**src/rtl/sdtq_pkg.sv**
```systemverilog
// Package for the sorted deadline timeout queue: word types, status codes,
// opcodes and sizing constants. No dependencies.
package sdtq_pkg;

   localparam int SlotsDefault = 16;
   localparam int SlotW = 4;
   localparam int MaxResults = 16;
   localparam logic [9:0] UsPerMs = 10'd1000;

   typedef enum logic [1:0] {
      OP_START  = 2'd0,
      OP_CANCEL = 2'd1,
      OP_TICK   = 2'd2,
      OP_QUERY  = 2'd3
   } op_type;

   typedef enum logic [2:0] {
      ST_STARTED   = 3'd0,
      ST_ACTIVE    = 3'd1,
      ST_REJECTED  = 3'd2,
      ST_CANCELLED = 3'd3,
      ST_INACTIVE  = 3'd4,
      ST_EXPIRED   = 3'd5,
      ST_NONE      = 3'd6,
      ST_QUERY     = 3'd7
   } status_type;

   typedef struct packed {
      logic [1:0]  op;
      logic [3:0]  slot;
      logic        is_absolute;
      logic [31:0] span_ms;
      logic [63:0] due_us;
      logic [63:0] now_us;
   } req_type;

   typedef struct packed {
      logic [2:0]  status;
      logic [3:0]  slot_out;
      logic [63:0] time_us;
      logic        is_active;
      logic        has_expired;
      logic [4:0]  active_count;
      logic        last;
   } rsp_type;

endpackage

```
**src/rtl/sorted_deadline_timeout_queue_top.sv**
```systemverilog
// Sorted deadline timeout queue, top level with sequencer and storage.
// Depends on sdtq_pkg.
//
// One word is taken at a time; req_stall stays high from the accepting edge
// until the last result of that word has been loaded into the output
// register, and the next word can be taken in the following cycle. A shared
// 64-bit subtract/compare unit serves the expiry compares and all
// elapsed/remaining times. A start walks the order list back from the
// tail and moves every entry that expires later up one place; a cancel
// compacts the list; a tick takes due entries from the head, at most
// MaxResults, and compacts the list after each. An output stall holds
// the sequencer in S_OUT until the output register is free. Slot times
// and the order list are small memories read one address per cycle,
// registered.
module sorted_deadline_timeout_queue_top
   import sdtq_pkg::*;
#(
   parameter int SLOTS = SlotsDefault
) (
   input  logic    clock,
   input  logic    reset,
   input  logic    req_valid,
   output logic    req_stall,
   input  req_type req_data,
   output logic    rsp_valid,
   input  logic    rsp_stall,
   output rsp_type rsp_data,
   input  logic    csr_valid,
   output logic    csr_ready,
   input  logic [31:0] csr_data
);
   localparam int CW = $clog2(SLOTS + 1);
   localparam int PW = $clog2(SLOTS);

   typedef enum logic [3:0] {
      S_IDLE, S_DECODE, S_READ, S_MUL, S_SUM, S_INS_RD, S_INS_SLOT, S_INS_CMP,
      S_INS_DONE, S_RM_STEP, S_T_HEAD, S_T_CMP, S_T_ELAP, S_T_FIN, S_OUT
   } state_type;

   state_type state_ff, state_in, ret_ff, ret_in;

   // Configuration register
   logic [31:0] maxdur_ff;
   always_ff @(posedge clock) begin
      if (reset) begin
         maxdur_ff <= 32'hFFFF_FFFF;
      end else if (csr_valid && csr_ready) begin
         maxdur_ff <= csr_data;
      end
   end
   assign csr_ready = 1'b1;

   // Slot flags and memories
   logic [SLOTS-1:0] act_ff, exp_ff, act_in, exp_in;
   logic [63:0] start_mem [SLOTS];
   logic [63:0] expiry_mem [SLOTS];
   logic [PW-1:0] order_mem [SLOTS];
   logic [CW-1:0] count_ff, count_in;

   req_type       req_ff, req_in;
   rsp_type       res_ff, res_in;      // result under construction
   rsp_type       rsp_ff, rsp_in;      // output register
   logic          rsp_valid_ff, rsp_valid_in;
   logic [41:0]   prod_ff, prod_in;
   logic [63:0]   newexp_ff, newexp_in;
   logic [PW-1:0] cur_ff, cur_in;      // slot being worked on
   logic [PW-1:0] mv_ff, mv_in;        // order entry being moved up
   logic [CW-1:0] pos_ff, pos_in;      // walk index
   logic [CW-1:0] wr_ff, wr_in;        // compaction write index
   logic [4:0]    emitted_ff, emitted_in;
   logic          held_ff, held_in;    // tick has an expiry result waiting
   logic          tick_ff, tick_in;
   logic [63:0]   st_rd_ff, ex_rd_ff;
   logic [PW-1:0] ord_rd_ff;

   logic slot_ok;
   assign slot_ok = (32'(req_ff.slot) < 32'(SLOTS));

   // Shared unit: one 64-bit subtract with borrow (borrow means ua < ub)
   logic [63:0] ua, ub, udiff;
   logic        uborrow;
   always_comb begin
      {uborrow, udiff} = {1'b0, ua} - {1'b0, ub};
   end

   // Memory write/read controls
   logic          ord_we, slot_we;
   logic [PW-1:0] ord_wa, ord_wd;
   logic [PW-1:0] rd_slot, rd_ord;

   always_ff @(posedge clock) begin
      if (ord_we) begin
         order_mem[ord_wa] <= ord_wd;
      end
      ord_rd_ff <= order_mem[rd_ord];
   end

   always_ff @(posedge clock) begin
      if (slot_we) begin
         start_mem[cur_ff]  <= req_ff.now_us;
         expiry_mem[cur_ff] <= newexp_ff;
      end
      st_rd_ff <= start_mem[rd_slot];
      ex_rd_ff <= expiry_mem[rd_slot];
   end

   assign req_stall = (state_ff != S_IDLE);
   assign rsp_valid = rsp_valid_ff;
   assign rsp_data  = rsp_ff;

   // Sequencer combinational part
   always_comb begin
      state_in = state_ff; ret_in = ret_ff; req_in = req_ff; res_in = res_ff;
      rsp_in = rsp_ff; rsp_valid_in = rsp_valid_ff; prod_in = prod_ff;
      newexp_in = newexp_ff; cur_in = cur_ff; mv_in = mv_ff; pos_in = pos_ff;
      wr_in = wr_ff; emitted_in = emitted_ff; held_in = held_ff;
      tick_in = tick_ff; act_in = act_ff; exp_in = exp_ff; count_in = count_ff;
      ord_we = 1'b0; ord_wa = '0; ord_wd = '0; slot_we = 1'b0;
      rd_slot = cur_ff; rd_ord = '0;
      ua = '0; ub = '0;
      if (rsp_valid_ff && !rsp_stall) rsp_valid_in = 1'b0;
      unique case (state_ff)
         S_IDLE: begin
            if (req_valid) begin
               req_in = req_data;
               cur_in = PW'(req_data.slot);
               state_in = S_DECODE;
            end
         end
         S_DECODE: begin
            // slot times of the addressed slot are read for the next cycle
            res_in = '0;
            res_in.slot_out = req_ff.slot;
            res_in.last = 1'b1;
            res_in.active_count = 5'(count_ff);
            ret_in = S_IDLE;
            unique case (op_type'(req_ff.op))
               OP_START: begin
                  if (slot_ok && act_ff[cur_ff]) begin
                     res_in.status = ST_ACTIVE;
                     res_in.is_active = 1'b1;
                     res_in.has_expired = exp_ff[cur_ff];
                     state_in = S_READ;
                  end else if (!slot_ok || req_ff.span_ms > maxdur_ff) begin
                     res_in.status = ST_REJECTED;
                     res_in.has_expired = slot_ok && exp_ff[cur_ff];
                     state_in = S_OUT;
                  end else begin
                     state_in = S_MUL;
                  end
               end
               OP_CANCEL: begin
                  if (!slot_ok || !act_ff[cur_ff]) begin
                     res_in.status = ST_INACTIVE;
                     res_in.has_expired = slot_ok && exp_ff[cur_ff];
                     state_in = S_OUT;
                  end else begin
                     res_in.status = ST_CANCELLED;
                     res_in.has_expired = exp_ff[cur_ff];
                     tick_in = 1'b0;
                     state_in = S_READ;
                  end
               end
               OP_TICK: begin
                  emitted_in = '0;
                  held_in = 1'b0;
                  tick_in = 1'b1;
                  state_in = S_T_HEAD;
               end
               OP_QUERY: begin
                  res_in.status = ST_QUERY;
                  if (slot_ok) begin
                     res_in.is_active = act_ff[cur_ff];
                     res_in.has_expired = exp_ff[cur_ff];
                     state_in = S_READ;
                  end else begin
                     state_in = S_OUT;
                  end
               end
            endcase
         end
         S_READ: begin
            // st_rd_ff / ex_rd_ff hold the addressed slot
            unique case (op_type'(req_ff.op))
               OP_START: begin
                  res_in.time_us = ex_rd_ff;
                  state_in = S_OUT;
               end
               OP_CANCEL: begin
                  ua = req_ff.now_us; ub = st_rd_ff;
                  res_in.time_us = udiff;
                  act_in[cur_ff] = 1'b0;
                  pos_in = '0; wr_in = '0;
                  state_in = S_RM_STEP;
               end
               default: begin
                  // remaining time, zero when inactive or overdue
                  ua = ex_rd_ff; ub = req_ff.now_us;
                  res_in.time_us = (act_ff[cur_ff] && !uborrow) ? udiff : 64'd0;
                  state_in = S_OUT;
               end
            endcase
         end
         S_MUL: begin
            prod_in = 42'(req_ff.span_ms) * 42'(UsPerMs);
            state_in = S_SUM;
         end
         S_SUM: begin
            newexp_in = req_ff.is_absolute ? req_ff.due_us :
               req_ff.now_us + 64'(prod_ff);
            pos_in = count_ff;
            state_in = S_INS_RD;
         end
         S_INS_RD: begin
            // walk back from the tail: read order entry pos-1
            if (pos_ff == '0) begin
               state_in = S_INS_DONE;
            end else begin
               rd_ord = PW'(pos_ff - CW'(1));
               state_in = S_INS_SLOT;
            end
         end
         S_INS_SLOT: begin
            mv_in = ord_rd_ff;
            rd_slot = ord_rd_ff;
            state_in = S_INS_CMP;
         end
         S_INS_CMP: begin
            // a later expiry moves up one place, an equal or earlier one stops
            ua = newexp_ff; ub = ex_rd_ff;
            if (uborrow) begin
               ord_we = 1'b1;
               ord_wa = PW'(pos_ff);
               ord_wd = mv_ff;
               pos_in = pos_ff - CW'(1);
               state_in = S_INS_RD;
            end else begin
               state_in = S_INS_DONE;
            end
         end
         S_INS_DONE: begin
            ord_we = 1'b1;
            ord_wa = PW'(pos_ff);
            ord_wd = cur_ff;
            slot_we = 1'b1;
            count_in = count_ff + CW'(1);
            act_in[cur_ff] = 1'b1;
            exp_in[cur_ff] = 1'b0;
            res_in.status = ST_STARTED;
            res_in.time_us = newexp_ff;
            res_in.is_active = 1'b1;
            res_in.has_expired = 1'b0;
            res_in.active_count = 5'(count_ff + CW'(1));
            state_in = S_OUT;
         end
         S_RM_STEP: begin
            // compact order list, dropping cur_ff; one entry per cycle
            if (pos_ff < count_ff) begin
               rd_ord = PW'(pos_ff + CW'(1));
               if (ord_rd_ff != cur_ff) begin
                  ord_we = 1'b1;
                  ord_wa = PW'(wr_ff);
                  ord_wd = ord_rd_ff;
                  wr_in = wr_ff + CW'(1);
               end
               pos_in = pos_ff + CW'(1);
            end else begin
               count_in = wr_ff;
               res_in.active_count = 5'(wr_ff);
               if (tick_ff) begin
                  emitted_in = emitted_ff + 5'd1;
                  held_in = 1'b1;
                  state_in = S_T_HEAD;
               end else begin
                  state_in = S_OUT;
               end
            end
         end
         S_T_HEAD: begin
            // ord_rd_ff holds the list head
            if (count_ff == '0 || emitted_ff == 5'(MaxResults)) begin
               state_in = S_T_FIN;
            end else begin
               cur_in = ord_rd_ff;
               rd_slot = ord_rd_ff;
               state_in = S_T_CMP;
            end
         end
         S_T_CMP: begin
            ua = req_ff.now_us; ub = ex_rd_ff;
            if (uborrow) begin
               state_in = S_T_FIN;
            end else if (held_ff) begin
               // another one is due, so the waiting result is not the last
               ret_in = S_T_ELAP;
               state_in = S_OUT;
            end else begin
               state_in = S_T_ELAP;
            end
         end
         S_T_ELAP: begin
            ua = req_ff.now_us; ub = st_rd_ff;
            res_in = '0;
            res_in.status = ST_EXPIRED;
            res_in.slot_out = 4'(cur_ff);
            res_in.time_us = udiff;
            res_in.has_expired = 1'b1;
            act_in[cur_ff] = 1'b0;
            exp_in[cur_ff] = 1'b1;
            pos_in = '0; wr_in = '0;
            state_in = S_RM_STEP;
         end
         S_T_FIN: begin
            ret_in = S_IDLE;
            if (held_ff) begin
               res_in.last = 1'b1;
            end else begin
               res_in = '0;
               res_in.status = ST_NONE;
               res_in.last = 1'b1;
               res_in.active_count = 5'(count_ff);
            end
            state_in = S_OUT;
         end
         S_OUT: begin
            if (!rsp_valid_ff || !rsp_stall) begin
               rsp_in = res_ff;
               rsp_valid_in = 1'b1;
               state_in = ret_ff;
            end
         end
         default: begin
            state_in = S_IDLE;
         end
      endcase
   end

   always_ff @(posedge clock) begin
      if (reset) begin
         state_ff <= S_IDLE; ret_ff <= S_IDLE;
         act_ff <= '0; exp_ff <= '0; count_ff <= '0;
         rsp_valid_ff <= 1'b0; emitted_ff <= '0;
         pos_ff <= '0; wr_ff <= '0; tick_ff <= 1'b0; held_ff <= 1'b0;
      end else begin
         state_ff <= state_in; ret_ff <= ret_in;
         act_ff <= act_in; exp_ff <= exp_in; count_ff <= count_in;
         rsp_valid_ff <= rsp_valid_in; emitted_ff <= emitted_in;
         pos_ff <= pos_in; wr_ff <= wr_in; tick_ff <= tick_in; held_ff <= held_in;
      end
      req_ff <= req_in; res_ff <= res_in; rsp_ff <= rsp_in;
      prod_ff <= prod_in; newexp_ff <= newexp_in;
      cur_ff <= cur_in; mv_ff <= mv_in;
   end
endmodule
```
**config.mk**
```make
export PLATFORM = sky130hd
export DESIGN_NAME = sorted_deadline_timeout_queue_top
export DESIGN_NICKNAME = d
export VERILOG_FILES = /design/src/rtl/sdtq_pkg.sv /design/src/rtl/sorted_deadline_timeout_queue_top.sv
export SDC_FILE = /design/constraint.sdc
export NUM_CORES = 2
export LEC_CHECK = 0
export BUFFER_PORTS_ARGS = -buffer_cell sky130_fd_sc_hd__buf_4
export CELL_PAD_IN_SITES_DETAIL_PLACEMENT = 1
export CELL_PAD_IN_SITES_GLOBAL_PLACEMENT = 1
export CORE_ASPECT_RATIO = 0.8
export CORE_UTILIZATION = 51
export CTS_BUF_LIST = sky130_fd_sc_hd__clkbuf_2
export DETAILED_ROUTE_END_ITERATION = 10
export PLACE_DENSITY_LB_ADDON = 0.1
export SLEW_MARGIN = 20
export SYNTH_ARGS = -nofsm -noshare
export SYNTH_HDL_FRONTEND = slang
export SYNTH_SLANG_ARGS = --single-unit
```
**constraint.sdc**
```tcl
create_clock -name clock -period 8.2 [get_ports clock]
set_input_delay 1.23 -clock clock [delete_from_list [all_inputs] [get_ports clock]]
set_output_delay 1.23 -clock clock [all_outputs]
set_load 0.05 [all_outputs]
```
==> impl_metrics.toml <==
[synthesis]
synth_top_area_share_pct = 65.2
synth_ff_type = "edfxtp_1"
yosys.area.top_type = "edfxtp_1"
synth.yosys.seq_area_share_pct = 69.0
synth_nets = 7515
syn_inst = 6955
synth_edf_count = 2548
synth_warnings = 0
synth.avg_cell_area_um2 = 16.9
netlist_area_mm2 = 0.117
synth.area.top_cells = "edfxtp_1, mux4_2, dfxtp_1"
ys_ff_latch = 2772
ys_types = 87
ys_async_sr_fraction_pct = 0

[clock_network]
post_cts_buffers = 0
cts_buffer_depth = 4
root_buffer = "clkbuf_2"
htree_levels = 6
clock_latency_ns = 1.90
cts_tree = "yes"
cts_hold_buffers = 392
cts-resized-gates = 0
path_clk_slew_ns = 0.15
clock_sinks = 2772
cts_buffers = 665

[global_route]
grt_max_degree = 135
grt_use_total_pct = 31.9
grt_pass1_vias = 76500
grt_pass1_wl_um = 533000
gr-total-overflow = 0
antenna_found_initial = 27

[floorplanning]
initial_core_util_pct = 51.3
core-area_mm2 = 0.229
die_area_mm2 = 0.232
num_rows = 157
pin_count = 286
die_w_um = 538
die_h_um = 431

[setup_path]
critPathMaxStageDelay_ns = 0.86
crit_required_ns = 9.70
cp_num_buf_inv = 2
cp_max_fo = 33
endpoint_kind = "flop"
cp.arrival_ns = 9.02
cpLargestDelayFamily = "compound AO/OA/AOI/OAI gates"
critPathKind = "flop to flop"
cpMaxStageDelayCell = "a21oi_1"
path_cells = "inv_1, ha_1, nor4_1, nor2b_4, buf_4, a222oi_1, fa_1, a211oi_1, o211ai_1, a31oi_1, a21oi_1, o21ai_0, nand4_1, a21oi_1, nor2_1, o32a_1, nor2_1"
start_kind = "flop"

[placement]
postPlaceCellArea_mm2 = 0.123
gp_congestion = 0.928
dp_hpwl_um = 216000
port-buffer-count = 284

[final_layout]
final_area_mm2 = 0.133
n_fill_cell = 21200
syn_to_final_growth_pct = 13.7
drive_gt1_share_pct = 25.2
nets = 8614

[timing]
finalSetupViolCount = 0
timing_max_transition_violations_final = 0
slew_headroom_pct = 21.7
period_share_pct = 91.7
skew_ns = 0.210
hold_ws_ns = 0.192
finalSetupTns_ns = 0
tightest_slew_ns = 1.18
hold_viol = 0
fin_crit_ns = 7.52
rsz0062_at_grt = "false"
max_freq_ghz = 0.133

[detailed_routing]
wl_met2_um = 170000
ant_nets = 0
wl_met1_um = 156000
drc = 0
firstDrtPassIters = 10
topRoutingLayerUsed = "met5"
post_drt_via_cell_ratio = 6.21
wl_met3_um = 32200
wl_per_cell_um = 32.0
route.vias.total = 72200
wirelength_um = 371000
drtIter0Drc = 8598

[power]
p_per_area_mw_per_mm2 = 421
ir_worst_vdd_uv = 608
total_power_w = 0.0562
combPwrFrac_pct = 47.0
clock_power_share_pct = 16.8
p_leak_nw = 47.4
sw_frac_of_total_pct = 42.3
p_switching_w = 0.0238
power.internal_w = 0.0325
seq_power_share_pct = 36.1

[outcome]
status = "completed"

[min_path]
holdCritPathClass = "input pin to flop"

[run]
cap_viol_max_count = 0
## cell usage after synthesis (all sizes together) (14+ instances only)
master,number
buf,136
mux2i,20
xnor2,90
a21o,100
and2,119
clkbuf,243
inv,342
and3,20
nor2,192
a31oi,152
edfxtp,2548
ha,236
dfxtp,224
a222oi,133
a211oi,159
nor4,14
o21ai,240
nor3,47
o21bai,30
nand3,64
nand2b,25
fa,120
nand2,496
o211ai,52
nor2b,43
a21oi,210
nand4,42
mux4,534
xor2,68
o21a,21
a22oi,88
## routing by layer
| layer | track usage [%] | up-vias |
|---|---|---|
| met5 | 0 | - |
| met4 | 12.0 | 10 |
| met3 | 5.86 | 642 |
| met2 | 49.3 | 3421 |
| met1 | 45.5 | 38000 |
| li1 | - | 30100 |
## registers in the layout, summed over array words and instances, names as in the netlist, 5 cells and up, named ones only
| register | cells |
|---|---|
| count_ff | 5 |
| emitted_ff | 5 |
| ex_rd_ff | 64 |
| expiry_mem | 1024 |
| maxdur_ff | 32 |
| newexp_ff | 64 |
| order_mem | 64 |
| pos_ff | 5 |
| prod_ff | 39 |
| req_ff | 167 |
| res_ff | 79 |
| rsp_data | 79 |
| st_rd_ff | 64 |
| start_mem | 1024 |
| wr_ff | 5 |
## logic make-up (layout without fill, tap and decap cells)
| family | count (synthesis) | in the layout | synth area share (%) |
|---|---|---|---|
| and+or+nand+nor | 1104 | 1104 | 4.35 |
| DFF | 2772 | 2772 | 69.0 |
| AOI/OAI and AO/OA | 1275 | 1275 | 7.78 |
| xor gates and xnor gates | 158 | 158 | 1.18 |
| muxes | 567 | 567 | 10.5 |
| buffers and inverters | 722 | 2346 | 2.61 |
| adders and majority gates | 356 | 356 | 4.56 |
| other | 1 | 14 | 0.00319 |
## per-stage QoR
stage,instances,util (%),worst slack [ns]
finish,11600,58.3,0.679
global route,11600,58.3,0.458
CTS,11600,58.3,0.865
detailed placement,10000,53.9,0.936
global placement,10000,53.9,1.15
floorplan,6955,-,0.738
## power by group through the flow
stage / Clock, W / Sequential [W] / Combinational [W]
floorplan: 0 / 0.0194 / 0.0187
global placement: 0 / 0.0205 / 0.0258
detailed placement: 0 / 0.0205 / 0.0261
CTS: 0.00955 / 0.0202 / 0.0265
global route: 0.0103 / 0.0204 / 0.0292
finish: 0.00947 / 0.0203 / 0.0264
## area by class of cell
cell class,count,area [µm²],area share [%]
Clock inverter,192,1150,0.860
Inverter,343,1390,1.04
Antenna cell,13,32.5,0.0244
Clock buffer,1000,5000,3.75
Multi-Input combinational cell,3461,33500,25.1
Tap cell,3021,3780,2.83
Sequential cell,2772,81000,60.7
Timing Repair Buffer,811,7580,5.68
## final timing paths
path         cells after the start                to  slack, ns          from
max                             17  order_mem[15][3]       0.68   req_ff[166]
min                              2        req_ff[27]       0.19  req_data[27]
max reg2reg                     17  order_mem[15][3]       0.68   req_ff[166]
min reg2reg                      0      rsp_data[29]       0.38    res_ff[29]
## cells in the final DEF (no fill, tap or decap), types with 68 or more instances in the layout
| master | Yosys | layout |
|---|---|---|
| edfxtp_1 | 2548 | 2548 |
| clkbuf_2 | 0 | 1000 |
| mux4_2 | 534 | 534 |
| nand2_1 | 495 | 495 |
| dlygate4sd3_1 | 0 | 392 |
| buf_4 | 39 | 379 |
| inv_1 | 337 | 324 |
| ha_1 | 236 | 236 |
| o21ai_0 | 227 | 227 |
| dfxtp_1 | 224 | 224 |
| a21oi_1 | 209 | 207 |
| nor2_1 | 191 | 185 |
| a31oi_1 | 151 | 151 |
| clkinv_1 | 1 | 134 |
| a222oi_1 | 133 | 133 |
| fa_1 | 120 | 120 |
| and2_1 | 119 | 118 |
| a21o_1 | 100 | 100 |
| xnor2_1 | 90 | 90 |
| a211oi_1 | 88 | 88 |
| a22oi_1 | 88 | 88 |
| a211oi_2 | 71 | 71 |
| xor2_1 | 68 | 68 |
Power figures use the tool's default switching activity.
